==> src/tcw_pkg.sv <==
// shared constants, codes and controller/datapath interface types for the console writer
package tcw_pkg;

	// screen geometry
	localparam int COLUMNS   = 80;
	localparam int ROWS      = 25;
	localparam int CELLS     = ROWS * COLUMNS;
	localparam int SCROLL_AT = (ROWS - 1) * COLUMNS;
	localparam int COPY_LEN  = (ROWS - 2) * COLUMNS;

	// internal widths
	localparam int CUR_W  = $clog2(CELLS + 1);
	localparam int ADDR_W = $clog2(CELLS);
	localparam int POS_W  = CUR_W + 2;

	// fixed field widths
	localparam int KIND_W   = 2;
	localparam int CODE_W   = 9;
	localparam int DELTA_W  = 10;
	localparam int CADDR_W  = 11;
	localparam int OCUR_W   = 11;
	localparam int CELL_W   = 16;
	localparam int ATTR_W   = 8;
	localparam int CHAR_W   = 8;
	localparam int APB_DW   = 32;
	localparam int APB_AW   = 3;

	// reciprocal of the row length for the column lookup
	localparam int RECIP_SH = 16;
	localparam int RECIP    = (1 << RECIP_SH) / COLUMNS;
	localparam int PROD_W   = CUR_W + RECIP_SH + 1;

	// signed position constants
	localparam logic signed [POS_W-1:0] POS_ONE    = POS_W'(1);
	localparam logic signed [POS_W-1:0] POS_COLS   = POS_W'(COLUMNS);
	localparam logic signed [POS_W-1:0] POS_CELLS  = POS_W'(CELLS);
	localparam logic signed [POS_W-1:0] POS_SCROLL = POS_W'(SCROLL_AT);

	// item kinds
	localparam logic [KIND_W-1:0] KIND_CHAR = 2'd0;
	localparam logic [KIND_W-1:0] KIND_MOVE = 2'd1;
	localparam logic [KIND_W-1:0] KIND_READ = 2'd2;

	// character codes
	localparam logic [CODE_W-1:0] CODE_NEWLINE   = 9'd10;
	localparam logic [CODE_W-1:0] CODE_BACKSPACE = 9'd256;
	localparam logic [CHAR_W-1:0] CODE_BLANK     = 8'h20;

	// register map: index is paddr[2]
	localparam logic REG_ATTR = 1'b0;
	localparam logic [ATTR_W-1:0] ATTR_RESET = 8'd7;

	typedef enum logic [2:0] {
		S_CLEAR,
		S_IDLE,
		S_EXEC,
		S_COPY,
		S_WIPE,
		S_BLANK
	} state_t;

	typedef struct packed {
		logic latch;
		logic clear;
		logic exec;
		logic copy;
		logic wipe;
		logic blank;
		logic load_out;
	} cmd_t;

	typedef struct packed {
		logic step_item;
		logic bad_pos;
		logic scroll;
		logic blank;
		logic clear_done;
		logic copy_done;
		logic wipe_done;
	} status_t;

endpackage

==> src/tcw_ctrl.sv <==
// controller: sequences clearing pass, item steps, scroll sweeps and result handoff
module tcw_ctrl (
	input  logic             clk,
	input  logic             arst_n,
	input  logic             in_valid,
	output logic             in_stall,
	output logic             out_valid,
	input  logic             out_stall,
	input  tcw_pkg::status_t st,
	output tcw_pkg::cmd_t    cmd
);

	tcw_pkg::state_t state_q;
	tcw_pkg::state_t state_d;
	logic            pend_q;
	logic            pend_d;
	logic            out_valid_q;
	logic            out_valid_d;
	logic            out_free;
	logic            stall;
	logic            finish;

	// state and handshake registers
	always_ff @(posedge clk or negedge arst_n) begin
		if (!arst_n) begin
			state_q     <= tcw_pkg::S_CLEAR;
			pend_q      <= 1'b0;
			out_valid_q <= 1'b0;
		end else begin
			state_q     <= state_d;
			pend_q      <= pend_d;
			out_valid_q <= out_valid_d;
		end
	end

	// next state and commands
	always_comb begin
		cmd      = '0;
		state_d  = state_q;
		out_free = !out_valid_q || !out_stall;
		stall    = 1'b1;
		case (state_q)
			tcw_pkg::S_CLEAR: begin
				cmd.clear = 1'b1;
				if (st.clear_done) begin
					state_d = tcw_pkg::S_IDLE;
				end
			end
			tcw_pkg::S_IDLE: begin
				cmd.load_out = pend_q && out_free;
				stall        = pend_q && !out_free;
				if (in_valid && !stall) begin
					cmd.latch = 1'b1;
					state_d   = tcw_pkg::S_EXEC;
				end
			end
			tcw_pkg::S_EXEC: begin
				cmd.exec = 1'b1;
				if (st.step_item && !st.bad_pos && st.scroll) begin
					state_d = tcw_pkg::S_COPY;
				end else if (st.step_item && !st.bad_pos && st.blank) begin
					state_d = tcw_pkg::S_BLANK;
				end else begin
					state_d = tcw_pkg::S_IDLE;
				end
			end
			tcw_pkg::S_COPY: begin
				cmd.copy = 1'b1;
				if (st.copy_done) begin
					state_d = tcw_pkg::S_WIPE;
				end
			end
			tcw_pkg::S_WIPE: begin
				cmd.wipe = 1'b1;
				if (st.wipe_done) begin
					state_d = st.blank ? tcw_pkg::S_BLANK : tcw_pkg::S_IDLE;
				end
			end
			tcw_pkg::S_BLANK: begin
				cmd.blank = 1'b1;
				state_d   = tcw_pkg::S_IDLE;
			end
			default: begin
				state_d = tcw_pkg::S_IDLE;
			end
		endcase
		finish      = (state_d == tcw_pkg::S_IDLE) &&
			(state_q inside {tcw_pkg::S_EXEC, tcw_pkg::S_WIPE, tcw_pkg::S_BLANK});
		pend_d      = finish || (pend_q && !cmd.load_out);
		out_valid_d = cmd.load_out || (out_valid_q && out_stall);
	end

	assign in_stall  = stall;
	assign out_valid = out_valid_q;

	// a finished result waits while the output beat is stalled
	a_pend_kept: assert property (@(posedge clk) disable iff (!arst_n)
		(state_q == tcw_pkg::S_IDLE && pend_q && out_valid_q && out_stall) |=> pend_q)
		else $error("pending result lost");

	// one execute step per item
	a_one_exec: assert property (@(posedge clk) disable iff (!arst_n)
		(state_q == tcw_pkg::S_EXEC) |=> (state_q != tcw_pkg::S_EXEC))
		else $error("repeated execute step");

	// no result waits while a scroll runs
	a_scroll_clean: assert property (@(posedge clk) disable iff (!arst_n)
		(state_q == tcw_pkg::S_COPY || state_q == tcw_pkg::S_WIPE) |-> !pend_q)
		else $error("result pending during scroll");

	// scroll copy hands over to the wipe sweep
	a_copy_to_wipe: assert property (@(posedge clk) disable iff (!arst_n)
		(state_q == tcw_pkg::S_COPY && st.copy_done) |=> (state_q == tcw_pkg::S_WIPE))
		else $error("copy sweep did not end in wipe");

endmodule

==> config.mk <==
export PLATFORM = sky130hd
export DESIGN_NAME = tcw_ctrl
export DESIGN_NICKNAME = d
export VERILOG_FILES = /design/src/tcw_pkg.sv /design/src/tcw_ctrl.sv
export SDC_FILE = /design/constraint.sdc
export NUM_CORES = 1
export LEC_CHECK = 0
export ABC_AREA = 1
export BUFFER_PORTS_ARGS = -buffer_cell sky130_fd_sc_hd__buf_4
export CORE_AREA = 2 2 39 41
export DETAILED_ROUTE_END_ITERATION = 16
export DIE_AREA = 0 0 41 43
export PLACE_DENSITY = 0.56
export SLEW_MARGIN = 0
export SYNTH_ARGS = -nofsm -noshare
export SYNTH_HDL_FRONTEND = slang
export SYNTH_SLANG_ARGS = --single-unit
==> constraint.sdc <==
create_clock -name clk -period 3.8 [get_ports clk]
set_clock_uncertainty 0.2 [all_clocks]
set_input_delay 0.76 -clock clk [delete_from_list [all_inputs] [get_ports clk]]
set_output_delay 0.76 -clock clk [all_outputs]
set_load 0.1 [all_outputs]
# Word-level counts from Yosys, hierarchy flattened
# Cells that the tools add are included.
# Widths: inputs -> output; s select.
dict set report totals {
  output_inout_bits 9
  n_memories 0
  register_bits 5
  ramBits 0
  wordCells 46
  latchBits 0
  input_bits 11
  mem_bits_ro 0
}
dict set report op_classes {
  reduce_logical 20
  eq_ne 6
  mul 0
  muxes 17
  n_div 0
  addsub 0
  bitwise 0
  magnitude_cmp 0
  shifts 0
}
# cell n
set ops {}
lappend ops {{$mux 3} 7}
lappend ops {{$pmux 3 s5} 1}
lappend ops {{$logic_and 1x1->1} 9}
lappend ops {{$mux 1} 9}
lappend ops {{$eq 3x1->1 const B} 2}
lappend ops {{$eq 3x2->1 const B} 2}
lappend ops {{$eq 3x3->1 const B} 2}
lappend ops {{$logic_not 1->1} 6}
lappend ops {{$logic_not 3->1} 1}
lappend ops {{$logic_or 1x1->1} 3}
lappend ops {{$reduce_bool 3->1} 1}

# Depth between registers and ports, before layout
# Gate-level depths: netlist of the first run.
dict set report logic_depth {
  word_depth 11
  depth_mapped 9
  depth_no_buf 9
}

# Worst setup path before layout of the first run
# OpenSTA, ideal clock, no wires.
dict set report synth_timing {
  path_kind {flip-flop to output port}
  from {reg out_valid_q (netlist: out_valid)}
  to {out cmd[0] (netlist bit)}
  arrival_time_ns 3.060
  n_path_buf 0
  setup_slack_ns -0.220
  required_time_ns 2.840
  path_stages_with_launch 4
  cell_sequence {dfrtp_1 nand2_1 inv_1 nor3_1}
}
# item line_no
set synth_lines {}
lappend synth_lines {{start, declared} tcw_ctrl.sv:17} ;# logic out_valid_q;
lappend synth_lines {{start signal, assigned} tcw_ctrl.sv:32} ;# out_valid_q <= out_valid_d;
lappend synth_lines {{end, declared} tcw_ctrl.sv:10} ;# output tcw_pkg::cmd_t cmd

==> flow_summary.json, run 1 <==
{
  "path_buf_inv": 3,
  "htree_num_levels": 1,
  "io-pin-count": 20,
  "rows": 14,
  "drt_iter0_markers": 3,
  "maxCapViolCount": 0,
  "numCtsBuffers": 3,
  "post_cts_resized": 0,
  "final_cell_mix": "19 x buf_4, 15 x nand2_1, 11 x inv_1",
  "cts_root_buffer": "clkbuf_4",
  "tns_ns": 0,
  "slew_violations": 0,
  "max_freq_ghz": 0.4092,
  "arrival_ns": 1.48,
  "via_per_inst": 4.135,
  "syn_avg_cell_area_sq_um": 6.044,
  "die_x_microns": 41,
  "setup_ws_ns": 1.356,
  "grt_overflow": 0,
  "worstPathCellList": "inv_2 -> nand2_2 -> nor2_2 -> inv_1 -> nor3_2 -> buf_4",
  "clk_latency_ns": 0.24,
  "clk_pin_slew_ns": 0.04,
  "wl_per_cell_microns": 8.740,
  "grt_usage_pct": 11.72,
  "cts_tree": "yes",
  "yosysSeqAreaShare_pct": 31.85,
  "core_region_area_sq_um": 1384,
  "vias": 430,
  "worst_pin_slew_ns": 0.2787,
  "end_kind": "output pin",
  "syn_area_sq_um": 392.9,
  "ff2ff_path_depth": 8,
  "clock_sinks": 5,
  "clock_path_buffers": 2,
  "post-route-min-period_ns": 2.444,
  "wl_met1_microns": 401,
  "syn_nets": 76,
  "final_common_cell": "buf_4",
  "antennaDiodeCount": 0,
  "num-fill-cells": 168,
  "pre_cts_slack_ns": 1.385,
  "layout-drive-gt1-share_pct": 40.91,
  "die-area_sq_um": 1763,
  "drt-total-wl_microns": 909,
  "drc": 0,
  "hold_buffers": 0,
  "wl_met2_microns": 418,
  "dp.final_hpwl_microns": 751.5,
  "place_area_sq_um": 560.5,
  "synth-seq-cells": 5,
  "hp-class": "input port to asynchronous set/reset pin",
  "io_buffers": 19,
  "area_delta_synth_final_pct": 49.36,
  "grt_pass1_wl_mm": 1.393,
  "worst-path-stages": 6,
  "rsz0062_at_grt": "false",
  "dr.max_layer_used": "met3",
  "outcome": "finished clean",
  "postCtsSetupBuffers": 0,
  "worstSetupStartpoint": "state_q[2]",
  "grt_max_degree": 7,
  "worstPathMaxFanout": 5,
  "start_kind": "flip-flop",
  "antenna_left": 0,
  "fin_area_sq_um": 586.8,
  "dr_wl_met3_microns": 89,
  "slowest_stage": "dfrtp_1",
  "first_pass_iters": 3,
  "initial_core_util_pct": 28.39,
  "antenna_found_initial": 0,
  "nNetsFinal": 100,
  "path_delay_family": "buffers and inverters",
  "finalWeightedCongestion": 0.7037,
  "ys_types": 11,
  "syn_inst": 65,
  "slowest_delay_ns": 0.43,
  "yosysWarnings": 0,
  "critPathKind": "flip-flop to output pin",
  "relSlewSlack_pct": 81.57,
  "setup-violations-final": 0,
  "crit_required_ns": 2.84,
  "finalHoldViolCount": 0,
  "grt_pass1_vias": 374,
  "fp.dieH_microns": 43,
  "timing.rr.start": "state_q[2]",
  "holdWs_ns": 0.1104,
  "period_share_pct": 64.31
}
==> synthesized netlist by cell type <==
cell type / count / area (sq um)
inv_1: 11 / 41.29
inv_2: 3 / 11.26
nor2_1: 10 / 37.54
nand3_2: 1 / 10.01
nand2_1: 15 / 56.30
o21ai_0: 2 / 10.01
nor2_2: 5 / 31.28
dfrtp_1: 5 / 125.1
nand2_2: 4 / 25.02
nor3_1: 1 / 5.000
nand3_1: 8 / 40.04
==> metal layers <==
layer | global-route usage, % | up-vias
met1 | 15.08 | 173
met5 | 0 | -
met4 | 4.000 | 0
met2 | 17.19 | 17
met3 | 4.712 | 0
li1 | - | 240
==> sequential cells by signal, summed over array words and instances (netlist names) <==
| signal | flops |
|---|---|
| state_q | 3 |
| out_valid | 1 |
| pend_q | 1 |
==> cells by family (layout without fill, tap and decap cells) <==
group | count (synthesis) | after routing | synth area share, %
DFF | 5 | 5 | 31.85
and+or+nand+nor | 44 | 44 | 52.23
AOI/OAI and AO/OA | 2 | 2 | 2.548
buffers and inverters | 14 | 37 | 13.38
==> per-stage QoR <==
step | util, % | instances
2_1_floorplan | - | 65
3_3_place_gp | 40.51 | 100
3_5_place_dp | 40.51 | 100
4_1_cts | 42.41 | 104
5_1_grt | 42.41 | 104
6_report | 42.41 | 104
==> area by class of cell <==
class,count,area (sq um),share of cell area [%]
multi-input cells,46,220.2,37.53
repair buffers,19,142.6,24.31
flip-flops and latches,5,125.1,21.32
inverters,14,52.55,8.955
clock buffers,4,26.28,4.478
well taps,16,20.02,3.412
==> final timing paths <==
kind / to / slack (ns)
worst max-delay path: cmd[0] / 1.36
max in group asynchronous: state_q[1] / 3.18
worst min register to register: out_valid / 0.36
worst max register to register: pend_q / 2.36
min in group clk: out_valid / 0.36
worst min-delay path: pend_q / 0.11
==> worst reg2reg max path, cell delays in order (launching register included) <==
cell and delay, ns:
dfrtp_1 0.43, inv_2 0.11, nand2_2 0.06, nor2_2 0.15, nand3_1 0.13, nand2_2 0.11, nor2_2 0.04, nand2_1 0.05
nand2_1 0.05
Power of run 1 is not shown: default switching activity piles up to over one toggle a cycle in this logic, so the estimate is an artifact.
==> run 2, diff against run 1 <==
--- a/config.mk
+++ b/config.mk
@@ -10,7 +10,7 @@
 export CORE_AREA = 2 2 39 41
 export DETAILED_ROUTE_END_ITERATION = 16
 export DIE_AREA = 0 0 41 43
-export PLACE_DENSITY = 0.56
+export PLACE_DENSITY = 0.58
 export SLEW_MARGIN = 0
 export SYNTH_ARGS = -nofsm -noshare
 export SYNTH_HDL_FRONTEND = slang
==> constraint.sdc (replaced) <==
create_clock -name clk -period 2.1 [get_ports clk]
set_clock_uncertainty 0.2 [all_clocks]
set_input_delay 0.42 -clock clk [delete_from_list [all_inputs] [get_ports clk]]
set_output_delay 0.42 -clock clk [all_outputs]
set_load 0.1 [all_outputs]
==> flow_summary.json, run 2 (synthesis gave the netlist of run 1 again) <==
{
  "outcome": "finished clean",
  "place_area_sq_um": 599.3,
  "initial_core_util_pct": 28.39,
  "ff2ff_path_depth": 8,
  "numCtsBuffers": 3,
  "critPathKind": "flip-flop to output pin",
  "post-route-min-period_ns": 2.008,
  "die-area_sq_um": 1763,
  "drc": 0,
  "grt_overflow": 0,
  "drt-total-wl_mm": 1.024,
  "max_freq_ghz": 0.4980,
  "hp-start": "out_stall",
  "io_buffers": 19,
  "vias": 468,
  "htree_num_levels": 1,
  "timing.rr.start": "state_q[1]",
  "via_per_inst": 4.374,
  "worstPathMaxFanout": 4,
  "clock_path_buffers": 2,
  "holdWs_ns": 0.2459,
  "tns_ns": 0,
  "antenna_left": 0,
  "grt_pass1_vias": 404,
  "io-pin-count": 20,
  "nNetsFinal": 103,
  "finalWeightedCongestion": 0.7735,
  "antenna_found_initial": 0,
  "fp.dieH_microns": 43,
  "end_kind": "output pin",
  "maxCapViolCount": 0,
  "slew_violations": 0,
  "clock_sinks": 5,
  "r2r-end": "pend_q",
  "antennaDiodeCount": 0,
  "grt_pass1_wl_mm": 1.531,
  "start_kind": "flip-flop",
  "final_common_cell": "buf_4",
  "worst_pin_slew_ns": 0.2787,
  "rows": 14,
  "clk_latency_ns": 0.24,
  "fin_area_sq_um": 674.4,
  "cts_root_buffer": "clkbuf_4",
  "hold_depth": 3,
  "finalHoldViolCount": 0,
  "arrival_ns": 1.39,
  "dp.final_hpwl_microns": 832.4,
  "crit_required_ns": 1.48,
  "area_delta_synth_final_pct": 71.66,
  "period_share_pct": 95.62,
  "core_region_area_sq_um": 1384,
  "grt_max_degree": 7,
  "hp-class": "input port to flip-flop",
  "drt_iter0_markers": 4,
  "layout-drive-gt1-share_pct": 52.75,
  "min_to": "out_valid",
  "die_x_microns": 41,
  "r2r_setup_slack_ns": 0.67,
  "largest_register_ffs": 3,
  "clk_pin_slew_ns": 0.05,
  "setup-violations-final": 0,
  "final_cell_mix": "19 x buf_4, 14 x nand2_1, 9 x inv_1",
  "regMostFlops": "state_q",
  "wl_per_cell_microns": 9.570,
  "cts_tree": "yes",
  "first_pass_iters": 3,
  "relSlewSlack_pct": 81.57,
  "grt_usage_pct": 12.82
}
run 2: worst max-delay path by stage:
stage,from,end,slack (ns)
floorplan,out_valid,cmd[0],-0.11
global placement,state_q[2],cmd[6],0.22
detailed placement,state_q[2],cmd[6],0.19
CTS,state_q[2],cmd[6],-0.008
global route,state_q[2],cmd[0],-0.006
finish,state_q[2],cmd[0],0.09
run 2: stage by stage:
step	std cells	worst slack, ns	util (%)
final	107	0.09193	48.73
after detailed placement	101	0.1908	43.31
after global routing	107	-0.005813	48.73
after floorplan	65	-0.1093	-
after global placement	101	0.2221	43.31
after CTS	106	-0.008255	47.02
run 2: final cells by class:
class,instances,area [sq um]
Clock buffer,4,26.28
Fill cell,153,709.4
Inverter,14,56.30
Multi-Input combinational cell,46,254.0
Sequential cell,5,130.1
Tap cell,16,20.02
Timing Repair Buffer,22,187.7
run 2: critical path, stage by stage, from the launching register on:
cell	delay, ns
dfrtp_2	0.43
inv_2	0.09
nand2_2	0.07
nor2_4	0.14
inv_2	0.07
nor3_4	0.15
buf_12	0.20
run 2: timing repair:
item,in CTS,in global routing
pin swaps,0,0
cloned,0,0
hold buffers,1,0
resized for setup,4,5
endpoints found under the setup margin,2,2
buffers inserted,0,1
hold endpoints to repair,5,0
run 2: layer usage:
metal	wire, microns	vias up	track usage, %
met5	0	-	0
met4	0	0	2.000
met3	71	0	5.236
met2	538	17	22.81
met1	414	204	13.40
li1	-	247	-
Power of run 2 is left out for the same reason.
==> run 3, diff against run 2 <==
--- a/config.mk
+++ b/config.mk
@@ -8,9 +8,11 @@
 export ABC_AREA = 1
 export BUFFER_PORTS_ARGS = -buffer_cell sky130_fd_sc_hd__buf_4
 export CORE_AREA = 2 2 39 41
+export CTS_CLUSTER_SIZE = 28
 export DETAILED_ROUTE_END_ITERATION = 16
 export DIE_AREA = 0 0 41 43
-export PLACE_DENSITY = 0.58
+export MAX_ROUTING_LAYER = met4
+export PLACE_DENSITY = 0.56
 export SLEW_MARGIN = 0
 export SYNTH_ARGS = -nofsm -noshare
 export SYNTH_HDL_FRONTEND = slang
==> constraint.sdc (replaced) <==
create_clock -name clk -period 2 [get_ports clk]
set_clock_uncertainty 0.2 [all_clocks]
set_input_delay 0.4 -clock clk [delete_from_list [all_inputs] [get_ports clk]]
set_output_delay 0.4 -clock clk [all_outputs]
set_load 0.1 [all_outputs]
==> flow_summary.json, run 3 (synthesis gave the netlist of run 1 again) <==
{
  "nNetsFinal": 103,
  "vias": 450,
  "maxCapViolCount": 0,
  "grt_usage_pct": 13.17,
  "start_kind": "flip-flop",
  "period_share_pct": 96.50,
  "core_region_area_sq_um": 1384,
  "worst_pin_slew_ns": 0.2778,
  "numCtsBuffers": 3,
  "postCtsSetupBuffers": 0,
  "io_buffers": 19,
  "finalHoldViolCount": 0,
  "first_pass_iters": 4,
  "slowest_delay_ns": 0.40,
  "htree_num_levels": 1,
  "final_common_cell": "buf_4",
  "clock_path_buffers": 2,
  "antenna_found_initial": 0,
  "instances_no_fill": 107,
  "grt_overflow": 0,
  "layout-drive-gt1-share_pct": 51.65,
  "drt-total-wl_microns": 957,
  "cts_tree": "yes",
  "rows": 14,
  "antennaDiodeCount": 0,
  "grt_pass1_wl_mm": 1.518,
  "max_freq_ghz": 0.5181,
  "relSlewSlack_pct": 81.63,
  "grt_pass1_vias": 414,
  "setup-violations-final": 0,
  "fp.dieH_microns": 43,
  "largest_register_ffs": 3,
  "seq_area_sq_um": 128.9,
  "area_delta_synth_final_pct": 74.84,
  "setup_ws_ns": 0.06992,
  "worstPathCellList": "buf_4 -> inv_2 -> nand2_1 -> nor2_4 -> buf_6",
  "worstPathMaxFanout": 4,
  "end_kind": "output pin",
  "hp-class": "input port to flip-flop",
  "post-route-util_pct": 49.64,
  "antenna_left": 0,
  "slowest_stage": "dfrtp_1",
  "clock_sinks": 5,
  "cts_root_buffer": "clkbuf_4",
  "critPathKind": "flip-flop to output pin",
  "grt_max_degree": 7,
  "via_per_inst": 4.206,
  "rsz0062_at_grt": "false",
  "wl_per_cell_microns": 8.944,
  "post-route-min-period_ns": 1.930,
  "dp.cells": 102,
  "drc": 0,
  "crit_required_ns": 1.40,
  "multi_input_area_sq_um": 264.0,
  "initial_core_util_pct": 28.39,
  "clk_pin_slew_ns": 0.04,
  "tns_ns": 0,
  "io-pin-count": 20,
  "drt_iter0_markers": 4,
  "die-area_sq_um": 1763,
  "clk_latency_ns": 0.23,
  "outcome": "finished clean",
  "die_x_microns": 41,
  "slew_violations": 0,
  "finalWeightedCongestion": 0.7062,
  "regMostFlops": "state_q",
  "arrival_ns": 1.33,
  "final_cell_mix": "18 x buf_4, 14 x nand2_1, 9 x inv_1",
  "pre_cts_slack_ns": 0.1907,
  "num-fill-cells": 150
}
==> run 3: cell counts in the layout (fill, tap and decap cells not counted) <==
No cell type changed its count.
==> run 3: final timing paths <==
| check | from | end | slack (ns) | cells after the start |
|---|---|---|---|---|
| min in group asynchronous | arst_n | state_q[1] | 0.31 | 2 |
| max reg2reg | state_q[0] | pend_q | 0.47 | 9 |
| max in group asynchronous | arst_n | out_valid | 1.17 | 2 |
| min | st[1] | state_q[2] | 0.23 | 3 |
| min reg2reg | pend_q | pend_q | 0.35 | 2 |
| max | state_q[0] | cmd[5] | 0.07 | 5 |
==> run 3: stage by stage <==
stage	cell area [sq um]	hold slack [ns]
final	686.9	0.2265
after CTS	676.9	0.2154
after floorplan	439.2	-0.09559
after global placement	616.8	0.002783
after global routing	686.9	0.2412
after detailed placement	616.8	0.004831
==> run 3: per-layer routing <==
layer	up-vias	part of all wire (%)	track usage [%]
met3	0	7.9	3.141
met2	15	52	21.56
met5	-	0	-
met4	0	0	6.000
li1	246	-	-
met1	189	40	14.19
==> run 3: repair_timing <==
| action | in CTS | in global routing |
|---|---|---|
| hold endpoints to repair | 5 | 0 |
| resized for setup | 6 | 3 |
| setup endpoints to repair | 3 | 2 |
| hold buffers | 1 | 0 |
==> run 3: layout make-up <==
cell class                      instances  share of cell area (%)
Timing Repair Buffer                   22                   27.87
Multi-Input combinational cell         46                   38.43
Sequential cell                         5                   18.76
Tap cell                               16                   2.914
Inverter                               14                   8.197
Clock buffer                            4                   3.825
==> run 3: worst max-delay path: cells and delay by family, from the launching register on <==
| family | cells | cell delay, ns |
|---|---|---|
| flip-flops | 1 | 0.40 |
| AND/OR/NAND/NOR | 2 | 0.20 |
| buffers and inverters | 3 | 0.49 |
Power of run 3 is left out for the same reason.
